File: src/hdl/skis_pkg.sv
// Shared types, constants and the sequencer microcode for the sorted key search block.
package skis_pkg;

   // table geometry and field widths
   localparam int TABLE_DEPTH = 1024;
   localparam int ADDR_W      = $clog2(TABLE_DEPTH);
   localparam int ENTRY_W     = 10;
   localparam int POS_W       = 11;
   localparam int CMD_W       = 2;
   localparam int CSR_ADDR_W  = 3;
   localparam int CSR_DATA_W  = 32;
   localparam int RSP_DATA_W  = ((POS_W + 7) / 8) * 8;

   // command codes carried on req_tuser
   localparam logic [CMD_W-1:0] CMD_WRITE    = 2'd0;
   localparam logic [CMD_W-1:0] CMD_SEARCH   = 2'd1;
   localparam logic [CMD_W-1:0] CMD_SEARCH_ALL = 2'd2;

   // register index of key_count on the csr port (paddr[2])
   localparam logic REG_KEY_COUNT = 1'b0;

   // microprogram steps
   localparam int STEP_W = 2;
   localparam logic [STEP_W-1:0] STEP_FETCH = 2'd0;
   localparam logic [STEP_W-1:0] STEP_SETUP = 2'd1;
   localparam logic [STEP_W-1:0] STEP_PROBE = 2'd2;
   localparam logic [STEP_W-1:0] STEP_EMIT  = 2'd3;

   // branch conditions
   typedef enum logic [1:0] {
      COND_NEVER,
      COND_SEARCH,
      COND_SEG_OPEN,
      COND_OUT_BUSY
   } skis_cond_type;

   // control lines driven into the datapath
   typedef struct packed {
      logic take_req;
      logic load_seg;
      logic probe;
      logic emit;
   } skis_ctrl_type;

   // status lines fed back to the sequencer
   typedef struct packed {
      logic search_acc;
      logic seg_open;
      logic out_busy;
   } skis_flags_type;

   // one control word
   typedef struct packed {
      skis_ctrl_type            ctrl;
      skis_cond_type            cond;
      logic [STEP_W-1:0]        jump_to;
      logic [STEP_W-1:0]        next_to;
   } skis_uword_type;

   // control store: branch to jump_to when cond holds, else go to next_to
   function automatic skis_uword_type microcode(input logic [STEP_W-1:0] step);
      skis_uword_type w;
      w = '{ctrl: '0, cond: COND_NEVER, jump_to: STEP_FETCH, next_to: STEP_FETCH};
      case (step)
         STEP_FETCH: begin
            w.ctrl.take_req = 1'b1;
            w.cond          = COND_SEARCH;
            w.jump_to       = STEP_SETUP;
            w.next_to       = STEP_FETCH;
         end
         STEP_SETUP: begin
            w.ctrl.load_seg = 1'b1;
            w.cond          = COND_NEVER;
            w.next_to       = STEP_PROBE;
         end
         STEP_PROBE: begin
            w.ctrl.probe = 1'b1;
            w.cond       = COND_SEG_OPEN;
            w.jump_to    = STEP_PROBE;
            w.next_to    = STEP_EMIT;
         end
         STEP_EMIT: begin
            w.ctrl.emit = 1'b1;
            w.cond      = COND_OUT_BUSY;
            w.jump_to   = STEP_EMIT;
            w.next_to   = STEP_FETCH;
         end
         default: begin
            w.next_to = STEP_FETCH;
         end
      endcase
      return w;
   endfunction

endpackage

File: src/hdl/skis_seq.sv
// Microcoded sequencer: step counter, control store lookup and branch evaluation.
module skis_seq
   import skis_pkg::*;
(
   input  logic           clock,
   input  logic           reset,
   input  skis_flags_type flags,
   output skis_ctrl_type  ctrl
);

   logic [STEP_W-1:0] step_ff;
   logic [STEP_W-1:0] step_in;
   skis_uword_type    uword;
   logic              taken;

   // fetch current control word
   assign uword = microcode(step_ff);
   assign ctrl  = uword.ctrl;

   // branch condition
   always_comb begin
      case (uword.cond)
         COND_NEVER:    taken = 1'b0;
         COND_SEARCH:   taken = flags.search_acc;
         COND_SEG_OPEN: taken = flags.seg_open;
         COND_OUT_BUSY: taken = flags.out_busy;
         default:       taken = 1'b0;
      endcase
      step_in = taken ? uword.jump_to : uword.next_to;
   end

   // step counter
   always_ff @(posedge clock) begin
      if (reset) begin
         step_ff <= STEP_FETCH;
      end else begin
         step_ff <= step_in;
      end
   end

endmodule

File: config.mk
export PLATFORM = sky130hd
export DESIGN_NAME = skis_seq
export DESIGN_NICKNAME = d
export VERILOG_FILES = /design/src/hdl/skis_pkg.sv /design/src/hdl/skis_seq.sv
export SDC_FILE = /design/constraint.sdc
export NUM_CORES = 1
export LEC_CHECK = 0
export ABC_AREA = 1
export BUFFER_PORTS_ARGS = -buffer_cell sky130_fd_sc_hd__buf_2
export CORE_AREA = 2 2 39 41
export DETAILED_ROUTE_END_ITERATION = 8
export DIE_AREA = 0 0 41 43
export HOLD_SLACK_MARGIN = 0.02
export PLACE_DENSITY = 0.4
export SLEW_MARGIN = 20
export SYNTH_ARGS = -nofsm -noshare
export SYNTH_HDL_FRONTEND = slang
export SYNTH_SLANG_ARGS = --single-unit
File: constraint.sdc
create_clock -name clock -period 1.2 [get_ports clock]
set_input_delay 0.24 -clock clock [delete_from_list [all_inputs] [get_ports clock]]
set_output_delay 0.24 -clock clock [all_outputs]
set_load 0.02 [all_outputs]
After elaboration in Yosys (flattened, before gate mapping)

Cells that the tools add are included.
W data, S select, Z words.

Word-level logic and storage cells: 19
Register bits after elaboration: 2
Input bits: 5
Output and inout port bits: 4

Multiplexer cells: 9
Equal/unequal tests: 6
Reductions and logical operators: 3

Operators by type and width:

| kind                 | count |
|---|---|
| $pmux W2 S3          | 2 |
| $eq A2 B2 Y1 const B | 4 |
| $pmux W2 S4          | 1 |
| $eq A2 B1 Y1 const B | 2 |
| $logic_not A2 Y1     | 2 |
| $mux W1              | 4 |
| $pmux W1 S4          | 1 |
| $mux W2              | 1 |
| $reduce_or A2 Y1     | 1 |

Longest topological paths before layout

Depth in word-level cells: 5
Mapped depth: 7
Depth with buffers taken out: 7

Worst setup path after synthesis

OpenSTA, ideal clock, no wires.

Path kind: register to register
Start: register step_ff[1]
End: register step_ff[0]
Clock period less this slack: 1.092 ns
Arrival: 0.977 ns
Setup time: 0.115 ns
Buffers on the path: 0
Required time: 1.085 ns
Setup slack: 0.108 ns
Stages on the path, launching flop included: 6
Path through: dfxtp_1 inv_1 ha_1 inv_1 a21oi_1 nor2_1

Word-level cells in the longest chain between the ends: 5
Elaborated cells between the ends (all ways): 14
Those cells by class: eq/ne: 6; mux: 5; reduce/logical: 3

Ends and longest elaborated chain:

| item                                       | line           | RTL |
|---|---|---|
| from (decl)                                | skis_seq.sv:11 | `logic [STEP_W-1:0] step_ff;` |
| from (signal assigned)                     | skis_seq.sv:37 | `step_ff <= step_in;` |
| $eq A2 B2 Y1, or another cell as far along | skis_pkg.sv:64 | `case (step)` |
| $pmux W2 S4                                | skis_pkg.sv:64 |  |
| $eq A2 B2 Y1, or another cell as far along | skis_seq.sv:22 | `case (uword.cond)` |
| $pmux W1 S4                                | skis_seq.sv:22 |  |
| $mux W2 (*)                                | skis_seq.sv:29 | `step_in = taken ? uword.jump_to : uword.next_to;` |

Every way passes the cells marked *; elsewhere a longest branch is shown, timed or not.
A chain may end at the register's enable or synchronous reset.

==> reports/metrics.csv <==
metric;value;unit
synth_warnings;0;
fillers;157;
initial_core_util;13.74;%
routed_via_density;3.385;
grt_usage;6.413;%
avgSynthCellArea;7.607;um2
synth_fp_nets;36;
yosysTopAreaCellShare;39.47;%
relSlewSlack;90.26;%
final.period_utilization;98.40;%
grt_max_degree;5;
timing_worst_setup_path_type;reg -> out;
cts_tree;built;
io_buffer_count;8;
endpoint;ctrl[3];
largest_reg_flops;2;
drv_cap;0;
cts.sinks;2;
worst_pin_slew;0.1460;ns
synth-seq-cells;2;
mostFrequentLayoutCells;nand2_1, buf_2, nor2_1, clkbuf_4, buf_6;
io_pins;9;
dpl.hpwl;310.4;um
area_delta_synth_final;86.18;%
crit_arrival;0.94;ns
drv_slew;0;
diodes;0;
r2r_end;step_ff[1];
hold_viol_final;0;
antenna_found_initial;0;
ys_types;8;
grt_pass1_vias;191;
grt_remaining_overflow;0;
netlist_area;190.2;um2
cts_buffers;3;
globalplace.congestion;0.6403;
worst_ep_required_time;0.96;ns
worstPathMaxFanout;4;
finalClockSkew;0.003365;ns
place_area;250.2;um2
wirelength;413;um
ctsHoldBuffers;0;
status;complete, no violations;
ff2ff_path_depth;6;
ys_seq_area_share;21.05;%
post-place-cells;49;
power_density;2407;mW/mm2
fin_nets;49;
htreeDepth;1;
die_area;0.001763;mm2
insertion_delay;0.22;ns
grt_first_pass_wirelength;731;um
timing.fmax;846.9;MHz
final-instance-count-excl-fill;52;
reg2reg_slack;0.10;ns
postLayoutCellArea;354.1;um2
post_drt_wl_per_cell;7.942;um
largest-register;step_ff;
cts_setup_buffers;0;
ir_drop;0.6986;mV
die_h;43;um
end_kind;output pin;
largestRegisters;step_ff: 2 flops;
clk_pin_slew;0.03;ns
cts_buffer_depth;2;
coreArea;0.001384;mm2
synth_area_leader_cell;ha_1;
cts_root_buf;clkbuf_4;
drc;0;
ys_top_cells_by_area;ha_1, dfxtp_1, nand2_1;
drtAntennaViolNets;0;
synthCells;25;
drive_above_1_share;63.89;%
vias;176;
startpoint;step_ff[0];
die_w;41;um
period_minus_slack;1.181;ns
finalSetupViolations;0;
hp-class;in -> reg;
critPathLaunchType;register;
rsz0062_at_grt;true;
drt_iter0_markers;0;
p_leak;0.1592;nW
first_pass_iters;1;
num_rows;14;
rr_startpoint;step_ff[0];
critical path, cell delays in order, from the launching register on:
cell and delay (ns):
dfxtp_4 0.37, inv_4 0.05, ha_2 0.18, buf_6 0.12
where the power goes:
group | internal (W) | switching (W)
logic | 0.000257 | 0.000289
registers | 0.000111 | 0.0000505
clock network | 0.000110 | 0.0000345
total | 0.000478 | 0.000374
final cells by class:
cell class	count	area, um2	share of cell area [%]
multi-input combinational	19	182.7	51.59
timing repair buffer	8	61.31	17.31
sequential	2	47.55	13.43
clock buffer	3	22.52	6.360
inverter	4	20.02	5.654
tap	16	20.02	5.654
synthesized netlist by cell type:
cell type	n
a21oi_1	2
dfxtp_1	2
ha_1	6
inv_1	4
nand2_1	5
nand3_1	2
nand3_2	1
nor2_1	3
routing by layer:
metal  global-route usage, %  routed length (um)  vias up
li1                        -                   -       99
met4                   4.000                   0        0
met1                   7.987                 199       70
met3                   4.712                  40        0
met2                   7.500                 173        7
met5                       0                   0        -
worst min-delay path by stage:
stage	startpoint	end	depth (start not counted)
floorplan	reset	step_ff[0]	3
global placement	reset	step_ff[1]	4
detailed placement	reset	step_ff[0]	4
CTS	reset	step_ff[0]	4
global route	reset	step_ff[1]	4
finish	reset	step_ff[0]	4
stage by stage:
step	setup slack (ns)	hold WS, ns	utilization [%]	TNS [ns]	power [W]
2_1_floorplan	0.1079	0.3955	-	0	0.0004109
3_3_place_gp	0.04989	0.4941	18.08	0	0.0004925
3_5_place_dp	0.03184	0.4956	18.08	0	0.0004966
4_1_cts	-0.02655	0.2489	21.52	-0.03179	0.0007389
5_1_grt	-0.01865	0.2903	25.59	-0.04654	0.0009529
6_report	0.01918	0.2544	25.59	0	0.0008521
cell families after synthesis:
| kind of cell | count (synthesis) | synth area share [%] |
|---|---|---|
| AOI/OAI and AO/OA | 2 | 5.263 |
| adders and majority gates | 6 | 39.47 |
| buffers and inverters | 4 | 7.892 |
| DFF | 2 | 21.05 |
| and+or+nand+nor | 11 | 26.32 |
what timing repair did:
action | in CTS | in global routing
gates cloned | 0 | 0
endpoints found under the setup margin | 4 | 6
resized for setup | 12 | 13
No activity file was read; power rests on OpenSTA's default activity.
